### config.mk
export PLATFORM = sky130hd
export DESIGN_NAME = datetime_to_bcd_rtc_registers
export DESIGN_NICKNAME = d
export VERILOG_FILES = /design/src/design/dtb_pkg.sv /design/src/design/dtb_front.sv /design/src/design/dtb_fifo.sv /design/src/design/dtb_back.sv /design/src/design/datetime_to_bcd_rtc_registers.sv
export VERILOG_INCLUDE_DIRS = /design/src /design/src/design
export SDC_FILE = /design/constraint.sdc
export NUM_CORES = 1
export LEC_CHECK = 0
export ABC_AREA = 1
export BUFFER_PORTS_ARGS = -buffer_cell sky130_fd_sc_hd__buf_2
export CAP_MARGIN = 20
export CORE_MARGIN = 3
export CORE_UTILIZATION = 39
export DETAILED_ROUTE_END_ITERATION = 6
export HOLD_SLACK_MARGIN = 0.02
export SYNTH_ARGS = -nofsm -noshare
export SYNTH_HDL_FRONTEND = slang
export SYNTH_SLANG_ARGS = --single-unit
export TNS_END_PERCENT = 1
### constraint.sdc
create_clock -name aclk -period 11.6 [get_ports aclk]
set_clock_uncertainty 0.2 [all_clocks]
set_input_delay 0 -clock aclk [delete_from_list [all_inputs] [get_ports aclk]]
set_output_delay 0 -clock aclk [all_outputs]
set_load 0.01 [all_outputs]
### src/design/datetime_to_bcd_rtc_registers_macros.svh
// Assertion helpers shared by the RTL that carries checks.
`ifndef DATETIME_TO_BCD_RTC_REGISTERS_MACROS_SVH
`define DATETIME_TO_BCD_RTC_REGISTERS_MACROS_SVH

// Same-cycle implication, disabled while reset is asserted.
`define DTB_ASSERT_NOW(name, clk, rstn, ante, cons, msg) \
    name: assert property (@(posedge clk) disable iff (!rstn) (ante) |-> (cons)) \
        else $error(msg);

// Next-cycle implication, disabled while reset is asserted.
`define DTB_ASSERT_NEXT(name, clk, rstn, ante, cons, msg) \
    name: assert property (@(posedge clk) disable iff (!rstn) (ante) |=> (cons)) \
        else $error(msg);

`endif

### src/design/dtb_pkg.sv
package dtb_pkg;

    // Register map of the clock chip
    localparam int          NUM_REGS  = 7;
    localparam logic [2:0]  ADDR_SEC  = 3'd0;
    localparam logic [2:0]  ADDR_MIN  = 3'd1;
    localparam logic [2:0]  ADDR_HOUR = 3'd2;
    localparam logic [2:0]  ADDR_WDAY = 3'd3;
    localparam logic [2:0]  ADDR_DAY  = 3'd4;
    localparam logic [2:0]  ADDR_MON  = 3'd5;
    localparam logic [2:0]  ADDR_YEAR = 3'd6;

    // Result status codes
    localparam logic STATUS_OK  = 1'b0;
    localparam logic STATUS_ERR = 1'b1;

    // Valid input ranges
    localparam logic [6:0]  SEC_MAX    = 7'd59;
    localparam logic [6:0]  MIN_MAX    = 7'd59;
    localparam logic [6:0]  HOUR_MAX   = 7'd24;
    localparam logic [6:0]  DAY_MIN    = 7'd1;
    localparam logic [6:0]  DAY_MAX    = 7'd31;
    localparam logic [3:0]  MON_MIN    = 4'd1;
    localparam logic [3:0]  MON_MAX    = 4'd12;
    localparam logic [3:0]  MON_MARCH  = 4'd3;
    localparam logic [11:0] YEAR_MIN   = 12'd2000;
    localparam logic [11:0] YEAR_UPPER = 12'd2100;
    localparam logic [11:0] YEAR_MAX   = 12'd2199;

    // Century flag in the month byte
    localparam logic [7:0] CENTURY_FLAG = 8'b1000_0000;

    // Default depth of the queue between front and back
    localparam int QUEUE_DEPTH_DEF = 2;

    // Input item, seconds in the low bits
    typedef struct packed {
        logic [11:0] year;
        logic [3:0]  month;
        logic [6:0]  mday;
        logic [6:0]  hours;
        logic [6:0]  minutes;
        logic [6:0]  seconds;
    } dtb_in_t;

    // Classified item handed from front to back
    typedef struct packed {
        logic                          err;
        logic [NUM_REGS-1:0][7:0]      bytes;
    } dtb_rec_t;

    // One register write on the result side
    typedef struct packed {
        logic       status;
        logic       last;
        logic [7:0] reg_data;
        logic [2:0] reg_address;
    } dtb_beat_t;

    // Month offsets of the weekday formula
    function automatic logic [2:0] month_offset(input logic [3:0] mon);
        logic [2:0] off;
        case (mon)
            4'd2:    off = 3'd3;
            4'd3:    off = 3'd2;
            4'd4:    off = 3'd5;
            4'd5:    off = 3'd0;
            4'd6:    off = 3'd3;
            4'd7:    off = 3'd5;
            4'd8:    off = 3'd1;
            4'd9:    off = 3'd4;
            4'd10:   off = 3'd6;
            4'd11:   off = 3'd2;
            4'd12:   off = 3'd4;
            default: off = 3'd0;
        endcase
        return off;
    endfunction

    // Binary to two-digit BCD by shift and add-3, one input bit a step
    function automatic logic [7:0] to_bcd(input logic [6:0] v);
        logic [7:0] b;
        b = 8'd0;
        for (int i = 6; i >= 0; i--) begin
            if (b[3:0] >= 4'd5) begin
                b[3:0] = b[3:0] + 4'd3;
            end
            if (b[7:4] >= 4'd5) begin
                b[7:4] = b[7:4] + 4'd3;
            end
            b = {b[6:0], v[i]};
        end
        return b;
    endfunction

endpackage

### src/design/dtb_front.sv
module dtb_front (
    input  logic             aclk,
    input  logic             aresetn,
    input  logic             in_valid,
    output logic             in_ready,
    input  dtb_pkg::dtb_in_t in_data,
    output logic             rec_valid,
    input  logic             rec_ready,
    output dtb_pkg::dtb_rec_t rec_data
);
    import dtb_pkg::*;

    logic        s1_valid_reg, s1_valid_next;
    logic        s1_err_reg, s1_err_next;
    logic        s1_upper_reg, s1_upper_next;
    logic [11:0] s1_sum_reg, s1_sum_next;
    logic [6:0]  s1_yy_reg, s1_yy_next;
    dtb_in_t     s1_in_reg, s1_in_next;

    logic        load;
    logic        ok;
    logic [11:0] y_adj;
    logic [11:0] cent;
    logic [11:0] quad;
    logic [11:0] yy_full;
    logic [4:0]  oct_sum;
    logic [3:0]  oct_fold;
    logic [3:0]  rem7;

    // Take a new item whenever the stage is empty or drains this cycle
    assign in_ready = !s1_valid_reg || rec_ready;
    assign load     = in_valid && in_ready;

    // Range checks
    always_comb begin
        ok = (in_data.seconds inside {[7'd0 : SEC_MAX]})
          && (in_data.minutes inside {[7'd0 : MIN_MAX]})
          && (in_data.hours inside {[7'd0 : HOUR_MAX]})
          && (in_data.mday inside {[DAY_MIN : DAY_MAX]})
          && (in_data.month inside {[MON_MIN : MON_MAX]})
          && (in_data.year inside {[YEAR_MIN : YEAR_MAX]});
    end

    // Weekday raw sum: January and February count in the previous year
    always_comb begin
        y_adj = (in_data.month < MON_MARCH) ? in_data.year - 12'd1 : in_data.year;
        if (y_adj >= YEAR_UPPER) begin
            cent = YEAR_UPPER / 12'd100;
        end else if (y_adj >= YEAR_MIN) begin
            cent = YEAR_MIN / 12'd100;
        end else begin
            cent = YEAR_MIN / 12'd100 - 12'd1;
        end
        quad = (y_adj >= YEAR_MIN) ? YEAR_MIN / 12'd400 : YEAR_MIN / 12'd400 - 12'd1;
        s1_sum_next = y_adj + {2'b00, y_adj[11:2]} + quad - cent
                    + {9'd0, month_offset(in_data.month)}
                    + {5'd0, in_data.mday};
    end

    // Two-digit year and century flag
    always_comb begin
        s1_upper_next = in_data.year >= YEAR_UPPER;
        yy_full       = s1_upper_next ? in_data.year - YEAR_UPPER : in_data.year - YEAR_MIN;
        s1_yy_next    = yy_full[6:0];
    end

    // Stage register next values
    always_comb begin
        s1_valid_next = s1_valid_reg;
        s1_err_next   = s1_err_reg;
        s1_in_next    = s1_in_reg;
        if (load) begin
            s1_valid_next = 1'b1;
            s1_err_next   = !ok;
            s1_in_next    = in_data;
        end else if (rec_ready) begin
            s1_valid_next = 1'b0;
        end
    end

    always_ff @(posedge aclk) begin
        if (!aresetn) begin
            s1_valid_reg <= 1'b0;
        end else begin
            s1_valid_reg <= s1_valid_next;
        end
    end

    always_ff @(posedge aclk) begin
        s1_err_reg <= s1_err_next;
        s1_in_reg  <= s1_in_next;
        if (load) begin
            s1_sum_reg   <= s1_sum_next;
            s1_yy_reg    <= s1_yy_next;
            s1_upper_reg <= s1_upper_next;
        end
    end

    // Sum mod 7: fold octal digits, since 8 is 1 mod 7
    always_comb begin
        oct_sum  = {2'b00, s1_sum_reg[2:0]} + {2'b00, s1_sum_reg[5:3]}
                 + {2'b00, s1_sum_reg[8:6]} + {2'b00, s1_sum_reg[11:9]};
        oct_fold = {1'b0, oct_sum[2:0]} + {2'b00, oct_sum[4:3]};
        rem7     = (oct_fold >= 4'd7) ? oct_fold - 4'd7 : oct_fold;
    end

    // Build the register bytes
    always_comb begin
        rec_data.err             = s1_err_reg;
        rec_data.bytes[ADDR_SEC]  = to_bcd(s1_in_reg.seconds);
        rec_data.bytes[ADDR_MIN]  = to_bcd(s1_in_reg.minutes);
        rec_data.bytes[ADDR_HOUR] = to_bcd(s1_in_reg.hours);
        rec_data.bytes[ADDR_WDAY] = {4'd0, rem7} + 8'd1;
        rec_data.bytes[ADDR_DAY]  = to_bcd(s1_in_reg.mday);
        rec_data.bytes[ADDR_MON]  = to_bcd({3'd0, s1_in_reg.month})
                                  | (s1_upper_reg ? CENTURY_FLAG : 8'd0);
        rec_data.bytes[ADDR_YEAR] = to_bcd(s1_yy_reg);
    end

    assign rec_valid = s1_valid_reg;

endmodule

### src/design/dtb_fifo.sv
module dtb_fifo #(
    parameter int WIDTH = 8,
    parameter int DEPTH = 2
) (
    input  logic             aclk,
    input  logic             aresetn,
    input  logic             push_valid,
    output logic             push_ready,
    input  logic [WIDTH-1:0] push_data,
    output logic             pop_valid,
    input  logic             pop_ready,
    output logic [WIDTH-1:0] pop_data
);
    localparam int AW = (DEPTH > 1) ? $clog2(DEPTH) : 1;
    localparam int CW = $clog2(DEPTH + 1);

    logic [WIDTH-1:0] mem_reg [DEPTH];
    logic [AW-1:0]    wr_ptr_reg, wr_ptr_next;
    logic [AW-1:0]    rd_ptr_reg, rd_ptr_next;
    logic [CW-1:0]    count_reg, count_next;
    logic             push;
    logic             pop;

    assign push_ready = count_reg != CW'(DEPTH);
    assign pop_valid  = count_reg != '0;
    assign pop_data   = mem_reg[rd_ptr_reg];
    assign push       = push_valid && push_ready;
    assign pop        = pop_valid && pop_ready;

    // Advance pointers with wrap, track fill level
    always_comb begin
        wr_ptr_next = wr_ptr_reg;
        rd_ptr_next = rd_ptr_reg;
        count_next  = count_reg;
        if (push) begin
            wr_ptr_next = (wr_ptr_reg == AW'(DEPTH - 1)) ? '0 : wr_ptr_reg + 1'b1;
        end
        if (pop) begin
            rd_ptr_next = (rd_ptr_reg == AW'(DEPTH - 1)) ? '0 : rd_ptr_reg + 1'b1;
        end
        if (push && !pop) begin
            count_next = count_reg + 1'b1;
        end else if (pop && !push) begin
            count_next = count_reg - 1'b1;
        end
    end

    always_ff @(posedge aclk) begin
        if (!aresetn) begin
            wr_ptr_reg <= '0;
            rd_ptr_reg <= '0;
            count_reg  <= '0;
        end else begin
            wr_ptr_reg <= wr_ptr_next;
            rd_ptr_reg <= rd_ptr_next;
            count_reg  <= count_next;
        end
    end

    // Store the entry
    always_ff @(posedge aclk) begin
        if (push) begin
            mem_reg[wr_ptr_reg] <= push_data;
        end
    end

endmodule

### src/design/dtb_back.sv
module dtb_back (
    input  logic               aclk,
    input  logic               aresetn,
    input  logic               rec_valid,
    output logic               rec_ready,
    input  dtb_pkg::dtb_rec_t  rec_data,
    output logic               out_valid,
    input  logic               out_ready,
    output dtb_pkg::dtb_beat_t out_beat
);
    import dtb_pkg::*;

    logic      cur_valid_reg, cur_valid_next;
    dtb_rec_t  cur_reg, cur_next;
    logic [2:0] idx_reg, idx_next;
    logic      out_valid_reg, out_valid_next;
    dtb_beat_t out_reg, out_next;

    logic      load_out;
    logic      beat_last;

    // Emit one write per cycle while the output register is free
    assign load_out  = cur_valid_reg && (!out_valid_reg || out_ready);
    assign beat_last = cur_reg.err || (idx_reg == ADDR_YEAR);
    assign rec_ready = !cur_valid_reg || (load_out && beat_last);

    always_comb begin
        cur_valid_next = cur_valid_reg;
        cur_next       = cur_reg;
        idx_next       = idx_reg;
        out_valid_next = out_valid_reg;
        out_next       = out_reg;

        // Step through the bytes of the current item
        if (load_out) begin
            out_valid_next = 1'b1;
            if (cur_reg.err) begin
                out_next.reg_address = ADDR_SEC;
                out_next.reg_data    = 8'd0;
                out_next.status      = STATUS_ERR;
            end else begin
                out_next.reg_address = idx_reg;
                out_next.reg_data    = cur_reg.bytes[idx_reg];
                out_next.status      = STATUS_OK;
            end
            out_next.last = beat_last;
            idx_next      = idx_reg + 3'd1;
            if (beat_last) begin
                cur_valid_next = 1'b0;
            end
        end else if (out_ready) begin
            out_valid_next = 1'b0;
        end

        // Pull the next item from the queue
        if (rec_valid && rec_ready) begin
            cur_valid_next = 1'b1;
            cur_next       = rec_data;
            idx_next       = ADDR_SEC;
        end
    end

    always_ff @(posedge aclk) begin
        if (!aresetn) begin
            cur_valid_reg <= 1'b0;
            out_valid_reg <= 1'b0;
            idx_reg       <= ADDR_SEC;
        end else begin
            cur_valid_reg <= cur_valid_next;
            out_valid_reg <= out_valid_next;
            idx_reg       <= idx_next;
        end
    end

    always_ff @(posedge aclk) begin
        cur_reg <= cur_next;
        out_reg <= out_next;
    end

    assign out_valid = out_valid_reg;
    assign out_beat  = out_reg;

endmodule

### src/design/datetime_to_bcd_rtc_registers.sv
// Date and time to clock-chip register writes. Each input transfer carries one
// calendar date and time; it is range checked (seconds and minutes 0-59, hours
// 0-24, day 1-31, month 1-12, year 2000-2199) and, if valid, turned into seven
// BCD register writes in address order: seconds, minutes, hours, weekday
// (1 = Sunday, from the Sakamoto table method), day, month (bit 7 set for
// years 2100 and later) and two-digit year, the final one marked by m_tlast.
// An invalid item gives a single transfer with m_tuser high, address and data
// zero and m_tlast high. The day is not checked against the month length. A
// front end with one register stage takes one input transfer per cycle into a
// queue of QUEUE_DEPTH items while its stage is empty or the queue has room;
// the output register sends one write per cycle while m_tready is high, and
// the output port sets the sustained rate. From input to output an item passes
// the front stage register, the queue, the current-item and output registers.
`include "datetime_to_bcd_rtc_registers_macros.svh"

module datetime_to_bcd_rtc_registers #(
    parameter int QUEUE_DEPTH = dtb_pkg::QUEUE_DEPTH_DEF
) (
    input  logic        aclk,
    input  logic        aresetn,
    input  logic        s_tvalid,
    output logic        s_tready,
    // seconds[6:0], minutes[13:7], hours[20:14], mday[27:21],
    // month[31:28], year[43:32], zero[47:44]
    input  logic [47:0] s_tdata,
    output logic        m_tvalid,
    input  logic        m_tready,
    // reg_address[2:0], reg_data[10:3], zero[15:11]
    output logic [15:0] m_tdata,
    // status[0]
    output logic        m_tuser,
    output logic        m_tlast
);
    import dtb_pkg::*;

    dtb_in_t   in_data;
    logic      q_in_valid, q_in_ready;
    dtb_rec_t  q_in_data;
    logic      q_out_valid, q_out_ready;
    dtb_rec_t  q_out_data;
    dtb_beat_t beat;

    logic [2:0] m_addr;
    logic [7:0] m_data;
    logic       err_beat;
    logic       ok_beat;

    assign in_data = s_tdata[43:0];

    // Check and encode
    dtb_front u_front (
        .aclk      (aclk),
        .aresetn   (aresetn),
        .in_valid  (s_tvalid),
        .in_ready  (s_tready),
        .in_data   (in_data),
        .rec_valid (q_in_valid),
        .rec_ready (q_in_ready),
        .rec_data  (q_in_data)
    );

    // Decouple front and back
    dtb_fifo #(
        .WIDTH ($bits(dtb_rec_t)),
        .DEPTH (QUEUE_DEPTH)
    ) u_queue (
        .aclk       (aclk),
        .aresetn    (aresetn),
        .push_valid (q_in_valid),
        .push_ready (q_in_ready),
        .push_data  (q_in_data),
        .pop_valid  (q_out_valid),
        .pop_ready  (q_out_ready),
        .pop_data   (q_out_data)
    );

    // Serialize register writes
    dtb_back u_back (
        .aclk      (aclk),
        .aresetn   (aresetn),
        .rec_valid (q_out_valid),
        .rec_ready (q_out_ready),
        .rec_data  (q_out_data),
        .out_valid (m_tvalid),
        .out_ready (m_tready),
        .out_beat  (beat)
    );

    assign m_tdata = {5'd0, beat.reg_data, beat.reg_address};
    assign m_tuser = beat.status;
    assign m_tlast = beat.last;

    // Result fields seen by the checks
    assign m_addr   = m_tdata[2:0];
    assign m_data   = m_tdata[10:3];
    assign err_beat = m_tvalid && (m_tuser == STATUS_ERR);
    assign ok_beat  = m_tvalid && (m_tuser == STATUS_OK);

    `DTB_ASSERT_NOW(a_err_single, aclk, aresetn, err_beat,
        m_tlast && (m_addr == ADDR_SEC) && (m_data == 8'd0),
        "error result not a single zero beat")
    `DTB_ASSERT_NEXT(a_addr_step, aclk, aresetn, m_tvalid && m_tready && !m_tlast,
        m_tvalid && (m_addr == $past(m_addr) + 3'd1),
        "write sequence skipped or stalled")
    `DTB_ASSERT_NOW(a_last_at_year, aclk, aresetn, ok_beat,
        m_tlast == (m_addr == ADDR_YEAR),
        "last flag not on the year write")
    `DTB_ASSERT_NOW(a_wday_range, aclk, aresetn, ok_beat && (m_addr == ADDR_WDAY),
        (m_data >= 8'd1) && (m_data <= 8'd7),
        "weekday out of range")

endmodule

==> results_tabular.tex, run 1 <==
\begin{tabular}{lr}
\hline
Metric & Value \\
\hline
\multicolumn{2}{l}{\textbf{Placement}} \\
\quad Total placed instance area & about 14000 um\^{}2 \\
\quad Routability congestion estimate from global placement & around 0.85 \\
\quad Cell count after placement & between 1500 and 2000 \\
\quad Place WS & 5.90 ns \\
\quad Half-perimeter wire length after placement & between 15 and 20 mm \\
\quad Port-buffer cells & 62 \\
\multicolumn{2}{l}{\textbf{GRT}} \\
\quad Via count of the first global-routing pass & just over 9000 \\
\quad First-pass GRT wire length & around 43 mm \\
\quad Pin count of the biggest net entering global routing & 57 \\
\quad GRT Overall Usage & 0.145 \\
\quad Grt ovf & 0 \\
\quad Initial antenna violation count & 0 \\
\multicolumn{2}{l}{\textbf{Clock tree}} \\
\quad Root buffer cell & clkbuf\_16 \\
\quad Number of buffers inserted during clock tree synthesis & 27 \\
\quad H-Tree Depth & 1 \\
\quad Post-CTS resize count & 0 \\
\quad CTS clk-pin slew, worst paths & 0.06 ns \\
\quad TritonCTS clock tree & built \\
\quad Skew-Pair Late Insertion Delay & $\sim$0.52 ns \\
\quad Number of sinks on the clock net & between 200 and 250 \\
\quad Largest buffer count on any clock path & 3 \\
\multicolumn{2}{l}{\textbf{Synthesis}} \\
\quad Average footprint of a synthesized cell & between 9 and 10 um\^{}2 \\
\quad Flops \& latches, synth & around 230 \\
\quad Count of mapped cells out of synthesis & 1390 \\
\quad Netlist area before placement & approximately 13000 um\^{}2 \\
\quad Share of synthesized area occupied by flip-flops and latches & 0.519 \\
\quad Most area-hungry cell type in the Yosys netlist & edfxtp\_1 \\
\quad Share of async-settable or async-resettable flops after synthesis & 0 \\
\quad Number of enable flip-flop cells after synthesis & 222 \\
\quad Unique masters post-synth & between 40 and 50 \\
\quad Most frequently used flop master after synthesis & edfxtp\_1 \\
\quad Leading cell types by total area after synthesis & edfxtp\_1 50\%, nand2\_1 12\%, ha\_1 10\% \\
\quad Yosys warns & 0 \\
\quad Area share of the largest cell type after synthesis & 0.504 \\
\multicolumn{2}{l}{\textbf{Power}} \\
\quad Switch share & 0.385 \\
\quad Worst-case vdd ir drop & between 0.4 and 0.5 mV \\
\quad Areal power density over the cells & 283 nW/um\^{}2 \\
\quad Sw power & about 1.7 mW \\
\quad Portion of total power attributed to sequential cells & 0.349 \\
\quad Leakage power of the design & approximately 7.1 nW \\
\quad Combinational cell fraction of total power & 0.462 \\
\quad Internal Dissipation & 2.72 mW \\
\quad Clock Power Share & 0.189 \\
\multicolumn{2}{l}{\textbf{Route}} \\
\quad Routed wire length per instance & between 10 and 15 um \\
\quad Vias per inst & roughly 4.7 \\
\quad DRC violation total after the first TritonRoute iteration & around 530 \\
\quad Overall via count from detail\_route & between 9000 and 10000 \\
\quad Residual DRC count & 0 \\
\quad Iteration count of the initial detailed-routing pass & 6 \\
\quad Routed wire length & $\sim$26 mm \\
\quad Antenna-violating nets left & 0 \\
\multicolumn{2}{l}{\textbf{Worst setup path}} \\
\quad Slowest CP cell & fa\_1 \\
\quad Largest stage delay, worst path & between 0.5 and 0.6 ns \\
\quad Endpoint arrival time on the critical path & around 5.8 ns \\
\quad Critical path type & in2reg \\
\quad Critical Path End Type & register \\
\quad CP Launch Type & primary input \\
\quad Maximum fanout along the worst path & 5 \\
\quad Crit path required time & between 10 and 15 ns \\
\multicolumn{2}{l}{\textbf{STA}} \\
\quad Actual transition at the worst max-transition pin & 0.765 ns \\
\quad Hold Fails Final Rpt & 0 \\
\quad Count of endpoints failing setup in the final report & 0 \\
\quad Setup repair after global routing missed its margin & no \\
\quad Worst-case setup margin in the final layout & roughly 6 ns \\
\quad Top achievable clock speed & 0.175 GHz \\
\quad Clock period minus final worst setup slack & approximately 5.7 ns \\
\quad Worst-case headroom to the max-slew limit & 0.490 \\
\quad Share of the cycle needed by the critical path after routing & 0.493 \\
\quad Final number of max-transition violations & 0 \\
\quad Setup tns final & 0 ns \\
\multicolumn{2}{l}{\textbf{Cells and area}} \\
\quad Proportion of layout cells with a drive suffix above 1 & 0.0925 \\
\quad Number of flip-flops under the largest register name & between 100 and 150 \\
\quad Most frequent cells in the layout & 422 x nand2\_1, 222 x edfxtp\_1, 202 x inv\_1 \\
\quad Final cell utilization of the core & 0.475 \\
\quad Most common cell after layout, fill and taps aside & nand2\_1 \\
\quad Number of antenna diodes & 0 \\
\quad Post-layout nets & 1718 \\
\quad Final non-filler cell total & between 1500 and 2000 \\
\quad Syn-to-layout area delta & 18.4\% \\
\quad Final instance area & about 16000 um\^{}2 \\
\multicolumn{2}{l}{\textbf{Floorplan}} \\
\quad Die outline area & around 36000 um\^{}2 \\
\quad Starting density of the core & 0.401 \\
\quad Number of placement rows & 66 \\
\quad Die height & about 190 um \\
\quad Core region area & 32900 um\^{}2 \\
\quad Chip Width & about 190 um \\
\quad \# IOs & 72 \\
\multicolumn{2}{l}{\textbf{Run status}} \\
\quad Result of the run & finished clean \\
\multicolumn{2}{l}{\textbf{Job}} \\
\quad Number of maximum-capacitance violations & 0 \\
\multicolumn{2}{l}{\textbf{Hold path}} \\
\quad Class of the tightest hold or removal check & in2reg \\
\hline
\end{tabular}
critical path, delay by kind of cell:
| family | cells | cell delay (ns) |
|---|---|---|
| fa+ha+maj | 7 | 2.47 |
| buf+inv | 7 | 1.06 |
| simple gates | 8 | 0.96 |
| compound gates | 5 | 0.91 |
| xor+xnor | 2 | 0.38 |
cell families after synthesis:
group	synth area share
and+or+nand+nor	0.202
DFF	0.519
buffers and inverters	0.0664
AOI/OAI and AO/OA	0.0602
adders and majority gates	0.133
xor gates and xnor gates	0.0179
other	0.000284
muxes	0.000851
path summary, 6_finish.rpt:
| kind | from | to | slack [ns] | cells after the start |
|---|---|---|---|---|
| hold reg to reg | u_front.s1_err_reg$_DFFE_PP_ | u_queue.mem_reg[0][53]$_DFFE_PP_ | 0.25 | 0 |
| setup reg to reg | u_front.s1_sum_reg[0]$_DFFE_PP_ | u_queue.mem_reg[0][26]$_DFFE_PP_ | 6.87 | 20 |
| setup / recovery | s_tdata[28] | u_front.s1_sum_reg[10]$_DFFE_PP_ | 5.89 | 29 |
| hold / removal | s_tdata[14] | u_front.rec_data[16]$_DFFE_PP_ | 0.04 | 2 |
layout make-up:
| cell class | instances | area [um^2] |
|---|---|---|
| fillers | 2965 | 17300 |
| flip-flops and latches | 232 | 6870 |
| multi-input cells | 933 | 5520 |
| repair buffers | 138 | 1060 |
| inverters | 205 | 769 |
| clock buffers | 28 | 679 |
| well taps | 442 | 553 |
| clock inverters | 21 | 213 |
what timing repair did:
| action | CTS | global route |
|---|---|---|
| hold buffers | 70 | 0 |
| endpoints found under the hold margin | 52 | 0 |
| buffers inserted | 0 | 0 |
power groups by stage:
stage          logic (mW)  clock network [mW]  registers, mW
2_1_floorplan        1.54                   0           1.54
3_3_place_gp         1.94                   0           1.56
3_5_place_dp         2.02                   0           1.57
4_1_cts              2.05               0.854           1.55
5_1_grt              2.35               0.890           1.57
6_report             2.05               0.836           1.55
stage by stage:
stage	hold slack, ns	power [mW]
3_5_place_dp	-0.0203	3.58
6_report	0.0428	4.43
5_1_grt	0.0453	4.81
4_1_cts	0.0227	4.45
3_3_place_gp	-0.0208	3.51
2_1_floorplan	-0.101	3.08
routing by layer:
layer | GRT usage | wire length (um) | vias to the layer above
met5 | 0 | 0 | -
met4 | 0.0361 | 476 | 0
met3 | 0.0184 | 855 | 38
met2 | 0.244 | 11600 | 145
met1 | 0.200 | 12700 | 4251
li1 | - | - | 4879
synthesized netlist by cell type, types with 2 or more instances:
library cell	count
nand4_1	14
nand2_2	2
or2_1	2
o21ba_2	3
xnor2_1	6
inv_1	203
fa_1	20
o21ai_0	71
o22ai_1	6
edfxtp_1	222
nor3_1	4
or2_2	9
xor2_1	21
clkbuf_1	19
buf_4	5
a21oi_1	30
o21ai_2	10
o41ai_1	3
ha_1	109
nor2_4	2
nor2_1	72
nand2_1	422
a2bb2oi_1	5
nand3b_1	8
dfxtp_1	10
nand3_1	95
(Power assumes the default switching activity.)
==> run 2: changes to the inputs <==
==> constraint.sdc (replaced) <==
create_clock -name aclk -period 5.62 [get_ports aclk]
set_clock_uncertainty 0.2 [all_clocks]
set_input_delay 0 -clock aclk [delete_from_list [all_inputs] [get_ports aclk]]
set_output_delay 0 -clock aclk [all_outputs]
set_load 0.01 [all_outputs]
==> results_tabular.tex, run 2 (synthesis results as in run 1) <==
\begin{tabular}{lr}
\hline
Metric & Value \\
\hline
\multicolumn{2}{l}{\textbf{Cells and area}} \\
\quad Proportion of layout cells with a drive suffix above 1 & 0.0960 (+0.00348) \\
\quad Final cell utilization of the core & 0.475 (-0.000531) \\
\quad Syn-to-layout area delta & 18.3\% \\
\quad Most common cell after layout, fill and taps aside & nand2\_1 \\
\quad Number of flip-flops under the largest register name & 104 (unchanged) \\
\quad Most frequent cells in the layout & 422 x nand2\_1, 222 x edfxtp\_1, 202 x inv\_1 \\
\quad Post-layout nets & 1724 (+0.35\%) \\
\quad Number of antenna diodes & 0 (unchanged) \\
\multicolumn{2}{l}{\textbf{Worst setup path}} \\
\quad Maximum fanout along the worst path & 5 (unchanged) \\
\quad Slowest CP cell & dlygate4sd3\_1 \\
\quad Critical path type & in2reg \\
\quad Critical Path End Type & register \\
\quad Endpoint arrival time on the critical path & 5.31 ns (-0.47 ns) \\
\quad CP Launch Type & primary input \\
\quad Most used cell along the critical path & inv\_1 \\
\quad Register-to-register path setup slack & 0.85 ns (-6.02 ns) \\
\quad Crit path required time & 5.70 ns (-5.97 ns) \\
\quad Largest stage delay, worst path & 0.53 ns (-0.03 ns) \\
\multicolumn{2}{l}{\textbf{Power}} \\
\quad Leakage power of the design & 7.06 nW (about the same) \\
\quad Sw power & 3.59 mW (+110\%) \\
\quad Combinational cell fraction of total power & 0.473 (+0.011) \\
\quad Internal Dissipation & 5.51 mW (+100\%) \\
\quad Areal power density over the cells & 582 nW/um\^{}2 (+110\%) \\
\quad Switch share & 0.395 (+0.00961) \\
\quad Clock Power Share & 0.176 (-0.013) \\
\quad Portion of total power attributed to sequential cells & 0.351 (+0.002) \\
\quad Power Total & 9.10 mW (+110\%) \\
\quad Worst-case vdd ir drop & 1.18 mV (+140\%) \\
\multicolumn{2}{l}{\textbf{STA}} \\
\quad Setup repair after global routing missed its margin & no \\
\quad Hold Fails Final Rpt & 0 (unchanged) \\
\quad Worst-case headroom to the max-slew limit & 0.470 (-0.0197) \\
\quad Final number of max-transition violations & 0 (unchanged) \\
\quad Setup tns final & 0 ns (unchanged) \\
\quad Actual transition at the worst max-transition pin & 0.795 ns (+0.0296 ns) \\
\quad Count of endpoints failing setup in the final report & 0 (unchanged) \\
\quad Clock period minus final worst setup slack & 5.23 ns \\
\quad Share of the cycle needed by the critical path after routing & 0.930 \\
\quad Top achievable clock speed & around 0.19 GHz \\
\multicolumn{2}{l}{\textbf{GRT}} \\
\quad GRT Overall Usage & 0.150 (+0.00493) \\
\quad Grt ovf & 0 (unchanged) \\
\quad First-pass GRT wire length & 44.3 mm (+2.7\%) \\
\quad Initial antenna violation count & 0 (unchanged) \\
\quad Via count of the first global-routing pass & 9078 (-0.37\%) \\
\quad Pin count of the biggest net entering global routing & 56 (-1.8\%) \\
\multicolumn{2}{l}{\textbf{Route}} \\
\quad Residual DRC count & 0 (unchanged) \\
\quad Antenna-violating nets left & 0 (unchanged) \\
\quad Routed wire length per instance & 13.4 um (+4.2\%) \\
\quad Routed wire length & 26.8 mm (+4.5\%) \\
\quad Overall via count from detail\_route & 9373 (+0.64\%) \\
\quad Iteration count of the initial detailed-routing pass & 4 (-2) \\
\quad Vias per inst & 4.67 (+0.34\%) \\
\quad DRC violation total after the first TritonRoute iteration & 559 (+5.7\%) \\
\multicolumn{2}{l}{\textbf{Clock tree}} \\
\quad Largest buffer count on any clock path & 3 (unchanged) \\
\quad Number of sinks on the clock net & 232 (unchanged) \\
\quad Number of buffers inserted during clock tree synthesis & 27 (unchanged) \\
\quad CTS clk-pin slew, worst paths & 0.05 ns (about the same) \\
\quad Root buffer cell & clkbuf\_16 \\
\quad TritonCTS clock tree & built \\
\quad Skew-Pair Late Insertion Delay & 0.53 ns (about the same) \\
\quad H-Tree Depth & 1 (unchanged) \\
\multicolumn{2}{l}{\textbf{Placement}} \\
\quad Port-buffer cells & 62 (unchanged) \\
\quad Half-perimeter wire length after placement & 19.2 mm (+4.3\%) \\
\quad Routability congestion estimate from global placement & 0.871 (+2.1\%) \\
\multicolumn{2}{l}{\textbf{Floorplan}} \\
\quad Starting density of the core & 0.401 (unchanged) \\
\quad Die outline area & 36200 um\^{}2 (unchanged) \\
\quad Die height & 190 um (unchanged) \\
\quad Core region area & 32900 um\^{}2 (unchanged) \\
\quad Chip Width & 190 um (unchanged) \\
\quad \# IOs & 72 (unchanged) \\
\quad Number of placement rows & 66 (unchanged) \\
\multicolumn{2}{l}{\textbf{Hold path}} \\
\quad Class of the tightest hold or removal check & in2reg \\
\multicolumn{2}{l}{\textbf{Run status}} \\
\quad Result of the run & finished clean \\
\multicolumn{2}{l}{\textbf{Job}} \\
\quad Number of maximum-capacitance violations & 0 (unchanged) \\
\hline
\end{tabular}
[run 2: cell count changes in the layout (fill, tap and decap cells not counted), sizes merged]
cell,before,now
dlygate4sd3,70,71
clkbuf,28,32
bufinv,4,1
buf,68,73
clkinvlp,3,1
inv,206,205
clkinv,13,15
[run 2: worst max-delay path, delay by kind of cell]
kind                       cells  cell delay [ns]
AOI/OAI and AO/OA              5             0.58
and+or+nand+nor                8             0.95
adders and majority gates      7             2.38
buffers and inverters          7             1.05
xor gates and xnor gates       2             0.32
[run 2: final timing paths]
| check | start | to | depth (start not counted) |
|---|---|---|---|
| worst max-delay path | s_tdata[28] | u_front.s1_sum_reg[10]$_DFFE_PP_ | 29 |
| worst max register to register | u_front.s1_sum_reg[0]$_DFFE_PP_ | u_queue.mem_reg[1][28]$_DFFE_PP_ | 20 |
| worst min register to register | u_front.s1_upper_reg$_DFFE_PP_ | u_queue.mem_reg[1][44]$_DFFE_PP_ | 0 |
| worst min-delay path | s_tdata[42] | u_front.s1_sum_reg[11]$_DFFE_PP_ | 6 |
[run 2: metrics by stage]
step / area [um^2] / worst slack [ns] / hold slack (ns) / std cells
detailed placement: 14100 / 0.0286 / -0.0169 / 1881
finish: 15600 / 0.393 / 0.0419 / 2005
floorplan: 13200 / 0.499 / -0.101 / 1394
global route: 15600 / 0.0290 / 0.0469 / 2005
CTS: 15600 / 0.0431 / 0.0253 / 2001
global placement: 14100 / 0.138 / -0.0197 / 1881
[run 2: timing repair]
item,CTS,global route
hold buffers,71,0
endpoints found under the setup margin,0,2
buffers inserted,0,4
endpoints found under the hold margin,52,0
gates resized for setup,0,6
[run 2: area by class of cell]
type	instances	area (um^2)
Tap cell	442	553
Fill cell	3031	17300
Sequential cell	232	6870
Clock buffer	32	694
Multi-Input combinational cell	933	5530
Timing Repair Buffer	144	1100
Clock inverter	17	119
Inverter	205	769
[run 2: power groups by stage]
stage | registers, mW | clock network, mW | logic, mW
detailed placement | 3.23 | 0 | 4.26
finish | 3.19 | 1.60 | 4.31
global placement | 3.22 | 0 | 4.08
CTS | 3.20 | 1.63 | 4.31
floorplan | 3.17 | 0 | 3.17
global route | 3.24 | 1.71 | 4.88
[run 2: metal layers]
metal	track usage	vias to the layer above	part of all wire
li1	-	4899	-
met5	0	-	0
met1	0.204	4313	0.48
met3	0.0190	37	0.033
met4	0.0322	0	0.019
met2	0.258	124	0.47
==> run 3: changes to the inputs <==
--- a/config.mk
+++ b/config.mk
@@ -6,7 +6,7 @@
 export SDC_FILE = /design/constraint.sdc
 export NUM_CORES = 1
 export LEC_CHECK = 0
-export ABC_AREA = 1
+export ABC_CLOCK_PERIOD_IN_PS = 5620
 export BUFFER_PORTS_ARGS = -buffer_cell sky130_fd_sc_hd__buf_2
 export CAP_MARGIN = 20
 export CORE_MARGIN = 3
==> results_tabular.tex, run 3 <==
\begin{tabular}{lr}
\hline
Metric & Value \\
\hline
\multicolumn{2}{l}{\textbf{Run status}} \\
\quad Result of the run & finished clean \\
\multicolumn{2}{l}{\textbf{Power}} \\
\quad Combinational cell fraction of total power & 0.475 (+0.002) \\
\quad Areal power density over the cells & 579 nW/um\^{}2 (-0.37\%) \\
\quad Worst-case vdd ir drop & 1.05 mV (-11\%) \\
\quad Leakage power of the design & 6.66 nW (-5.8\%) \\
\quad Internal Dissipation & 6.27 mW (+14\%) \\
\quad Switch share & 0.348 (-0.0471) \\
\quad Clock Power Share & 0.214 (+0.038) \\
\quad Sw power & 3.34 mW (-7.0\%) \\
\quad Portion of total power attributed to sequential cells & 0.311 (-0.040) \\
\multicolumn{2}{l}{\textbf{Route}} \\
\quad Residual DRC count & 0 (unchanged) \\
\quad Overall via count from detail\_route & 8790 (-6.2\%) \\
\quad Iteration count of the initial detailed-routing pass & 5 (+1) \\
\quad Vias per inst & 4.99 (+6.7\%) \\
\quad Antenna-violating nets left & 0 (unchanged) \\
\quad Routed wire length per instance & 15.3 um (+14\%) \\
\quad Routed wire length & 26.9 mm (+0.49\%) \\
\quad DRC violation total after the first TritonRoute iteration & 513 (-8.2\%) \\
\multicolumn{2}{l}{\textbf{Cells and area}} \\
\quad Proportion of layout cells with a drive suffix above 1 & 0.212 (+0.116) \\
\quad Number of flip-flops under the largest register name & 104 (unchanged) \\
\quad Syn-to-layout area delta & 21.4\% \\
\quad Area of the multi-input gates & 6260 um\^{}2 (+13\%) \\
\quad Most common cell after layout, fill and taps aside & edfxtp\_1 \\
\quad Post-layout nets & 1473 (-15\%) \\
\quad Footprint of the flip-flops and latches & 6870 um\^{}2 (unchanged) \\
\quad Most frequent cells in the layout & 222 x edfxtp\_1, 122 x inv\_1, 107 x ha\_1 \\
\quad Number of inserted filler cells in the final layout & 3094 (+2.1\%) \\
\quad Number of antenna diodes & 0 (unchanged) \\
\multicolumn{2}{l}{\textbf{Synthesis}} \\
\quad Arithmetic-cell share of the synthesized area counting full adders, half adders and majority gates & 0.129 (-0.00422) \\
\quad Complex-gate fraction of the synthesized area & 0.106 (+0.0454) \\
\quad Dominant combinational cell family by area after synthesis & adder cells \\
\quad Area share of the largest cell type after synthesis & 0.488 (-0.0159) \\
\quad Share of async-settable or async-resettable flops after synthesis & 0 (unchanged) \\
\quad Leading cell type by number of instances after synthesis & edfxtp\_1 \\
\quad Average footprint of a synthesized cell & 12.3 um\^{}2 (+29\%) \\
\quad Post-Synth Simple-Gate Area & 0.0949 (-0.107) \\
\quad Share of synthesized area occupied by flip-flops and latches & 0.503 (-0.0164) \\
\quad Flops \& latches, synth & 232 (unchanged) \\
\quad Most area-hungry cell type in the Yosys netlist & edfxtp\_1 \\
\quad Share of cell area taken by muxes after synthesis & 0.0903 (+0.0894) \\
\quad Unique masters post-synth & 72 (+67\%) \\
\quad Count of mapped cells out of synthesis & 1113 (-20\%) \\
\quad Post-synthesis share of cell area spent on xor and xnor gates & 0.0340 (+0.0161) \\
\quad Netlist area before placement & 13700 um\^{}2 (+3.3\%) \\
\quad Leading cell types by total area after synthesis & edfxtp\_1 49\%, ha\_1 10\%, mux2\_2 5.4\% \\
\quad Number of enable flip-flop cells after synthesis & 222 (unchanged) \\
\quad Yosys warns & 0 (unchanged) \\
\quad Most frequently used flop master after synthesis & edfxtp\_1 \\
\quad Cell types with the highest counts after synthesis & 222 x edfxtp\_1, 123 x inv\_1, 109 x ha\_1, 83 x nor2\_1, 65 x mux2\_2 \\
\multicolumn{2}{l}{\textbf{GRT}} \\
\quad Met2 usage & 0.240 (-0.0187) \\
\quad Pin count of the biggest net entering global routing & 54 (-3.6\%) \\
\quad Via count of the first global-routing pass & 8705 (-4.1\%) \\
\quad Grt ovf & 0 (unchanged) \\
\quad Initial antenna violation count & 0 (unchanged) \\
\quad Met1 Usage GRT & 0.206 (+0.00223) \\
\quad GRT Overall Usage & 0.146 (-0.00439) \\
\quad Met3 Use GR & 0.0202 (+0.00127) \\
\quad Grt peak-use layer & met2 \\
\quad First-pass GRT wire length & 43.9 mm (-1.0\%) \\
\multicolumn{2}{l}{\textbf{Clock tree}} \\
\quad Largest buffer count on any clock path & 3 (unchanged) \\
\quad Root buffer cell & clkbuf\_16 \\
\quad Skew-Pair Late Insertion Delay & 0.54 ns (about the same) \\
\quad CTS clk-pin slew, worst paths & 0.05 ns (about the same) \\
\quad H-Tree Depth & 1 (unchanged) \\
\quad TritonCTS clock tree & built \\
\quad Number of buffers inserted during clock tree synthesis & 28 (+3.7\%) \\
\quad Number of sinks on the clock net & 232 (unchanged) \\
\multicolumn{2}{l}{\textbf{Floorplan}} \\
\quad Die height & 193 um (+1.6\%) \\
\quad Core region area & 34000 um\^{}2 (+3.3\%) \\
\quad Starting density of the core & 0.401 (about the same) \\
\quad Chip Width & 193 um (+1.6\%) \\
\quad Die outline area & 37300 um\^{}2 (+3.2\%) \\
\quad Number of placement rows & 67 (+1.5\%) \\
\quad \# IOs & 72 (unchanged) \\
\multicolumn{2}{l}{\textbf{Placement}} \\
\quad Port-buffer cells & 62 (unchanged) \\
\quad Routability congestion estimate from global placement & 0.862 (-1.1\%) \\
\quad Half-perimeter wire length after placement & 18.6 mm (-3.0\%) \\
\multicolumn{2}{l}{\textbf{STA}} \\
\quad Actual transition at the worst max-transition pin & 0.842 ns (+0.0469 ns) \\
\quad Clock period minus final worst setup slack & 5.42 ns (+0.191 ns) \\
\quad Hold\_ws & 0.0536 ns (+0.0118 ns) \\
\quad Share of the cycle needed by the critical path after routing & 0.964 (+0.0340) \\
\quad Setup tns final & 0 ns (unchanged) \\
\quad Worst-case headroom to the max-slew limit & 0.434 (-0.0365) \\
\quad Top achievable clock speed & 0.185 GHz (-3.5\%) \\
\quad Setup repair after global routing missed its margin & yes \\
\quad Hold Fails Final Rpt & 0 (unchanged) \\
\quad Count of endpoints failing setup in the final report & 0 (unchanged) \\
\quad Final number of max-transition violations & 0 (unchanged) \\
\multicolumn{2}{l}{\textbf{Worst setup path}} \\
\quad Maximum fanout along the worst path & 2 (-3) \\
\quad Top Family by Delay on Critical Path & adder cells \\
\quad Crit path required time & 5.69 ns (about the same) \\
\quad Most used cell along the critical path & inv\_1 \\
\quad Largest stage delay, worst path & 0.57 ns (+0.04 ns) \\
\quad Critical path type & in2reg \\
\quad Endpoint arrival time on the critical path & 5.49 ns (+0.18 ns) \\
\quad Count of buffer and inverter cells on the critical path & 7 (unchanged) \\
\quad CP Launch Type & primary input \\
\quad Critical Path End Type & register \\
\quad Slowest CP cell & fa\_1 \\
\multicolumn{2}{l}{\textbf{Hold path}} \\
\quad Class of the tightest hold or removal check & in2reg \\
\multicolumn{2}{l}{\textbf{Job}} \\
\quad Number of maximum-capacitance violations & 0 (unchanged) \\
\hline
\end{tabular}
==> run 3: changes by cell type after synthesis, sizes merged, moves of 23 or more <==
cell,before,now
xnor2,6,40
mux2i,0,32
nand3,95,7
inv,204,123
nand2,425,40
o21ai,82,26
a21oi,30,53
mux2,1,68
==> run 3: logic make-up (layout without fill, tap and decap cells) <==
family	count (synthesis)	in the layout
and+or+nand+nor	241	241
DFF	232	232
AOI/OAI and AO/OA	201	201
buffers and inverters	150	347
adders and majority gates	129	129
muxes	106	106
xor gates and xnor gates	53	53
other	1	5
==> run 3: worst reg2reg max path: cells and delay by family, from the launching register on <==
family / cells / cell delay [ns]
compound gates: 8 / 1.64
simple gates: 5 / 0.96
buf+inv: 1 / 0.12
mux: 1 / 0.34
xor+xnor: 1 / 0.26
fa+ha+maj: 4 / 0.94
flops: 1 / 0.47
==> run 3: power groups by stage <==
stage                     clock, mW  combinational [mW]  sequential (mW)
after floorplan                   0                3.47             2.99
after global placement            0                4.33             3.03
after detailed placement          0                4.44             3.04
after CTS                      2.11                4.54             3.00
after global routing           2.17                5.15             3.03
final                          2.05                4.56             2.99
==> run 3: per-stage QoR <==
stage	std cells	setup WS, ns	cell area (um^2)	total power, mW	util
final	1762	0.202	16600	9.60	0.487
after floorplan	1117	0.00542	13700	6.45	-
after global routing	1762	-0.135	16600	10.4	0.487
after detailed placement	1628	-0.112	14600	7.48	0.430
after global placement	1628	-0.00811	14600	7.35	0.430
after CTS	1758	0.0347	16500	9.65	0.485
==> run 3: path summary, 6_finish.rpt <==
kind / startpoint / end / slack [ns] / cells after the start
max: s_tdata[34] / u_front.s1_sum_reg[11]$_DFFE_PP_ / 0.20 / 28
min: s_tdata[21] / u_front.rec_data[32]$_DFFE_PP_ / 0.05 / 2
max reg2reg: u_front.s1_in_reg[26]$_DFFE_PP_ / u_queue.mem_reg[1][31]$_DFFE_PP_ / 0.43 / 20
min reg2reg: u_front.rec_data[32]$_DFFE_PP_ / u_queue.mem_reg[0][29]$_DFFE_PP_ / 0.25 / 0
==> run 3: metal layers <==
metal,share of wire,vias up
met4,0.016,0
met5,0,-
met1,0.48,4220
li1,-,4391
met3,0.039,33
met2,0.46,146
==> run 3: what timing repair did <==
item,4_1_cts,5_1_grt
hold endpoints to repair,65,0
buffers inserted,0,3
endpoints found under the setup margin,0,6
gates resized for setup,0,10
hold buffers,78,0
==> run 3: final cells by class <==
cell class	instances	area share
clock buffer	30	0.0427
clock inverter	22	0.0223
inverter	123	0.0279
multi-input combinational	735	0.378
sequential	232	0.414
tap	448	0.0338
timing repair buffer	172	0.0811
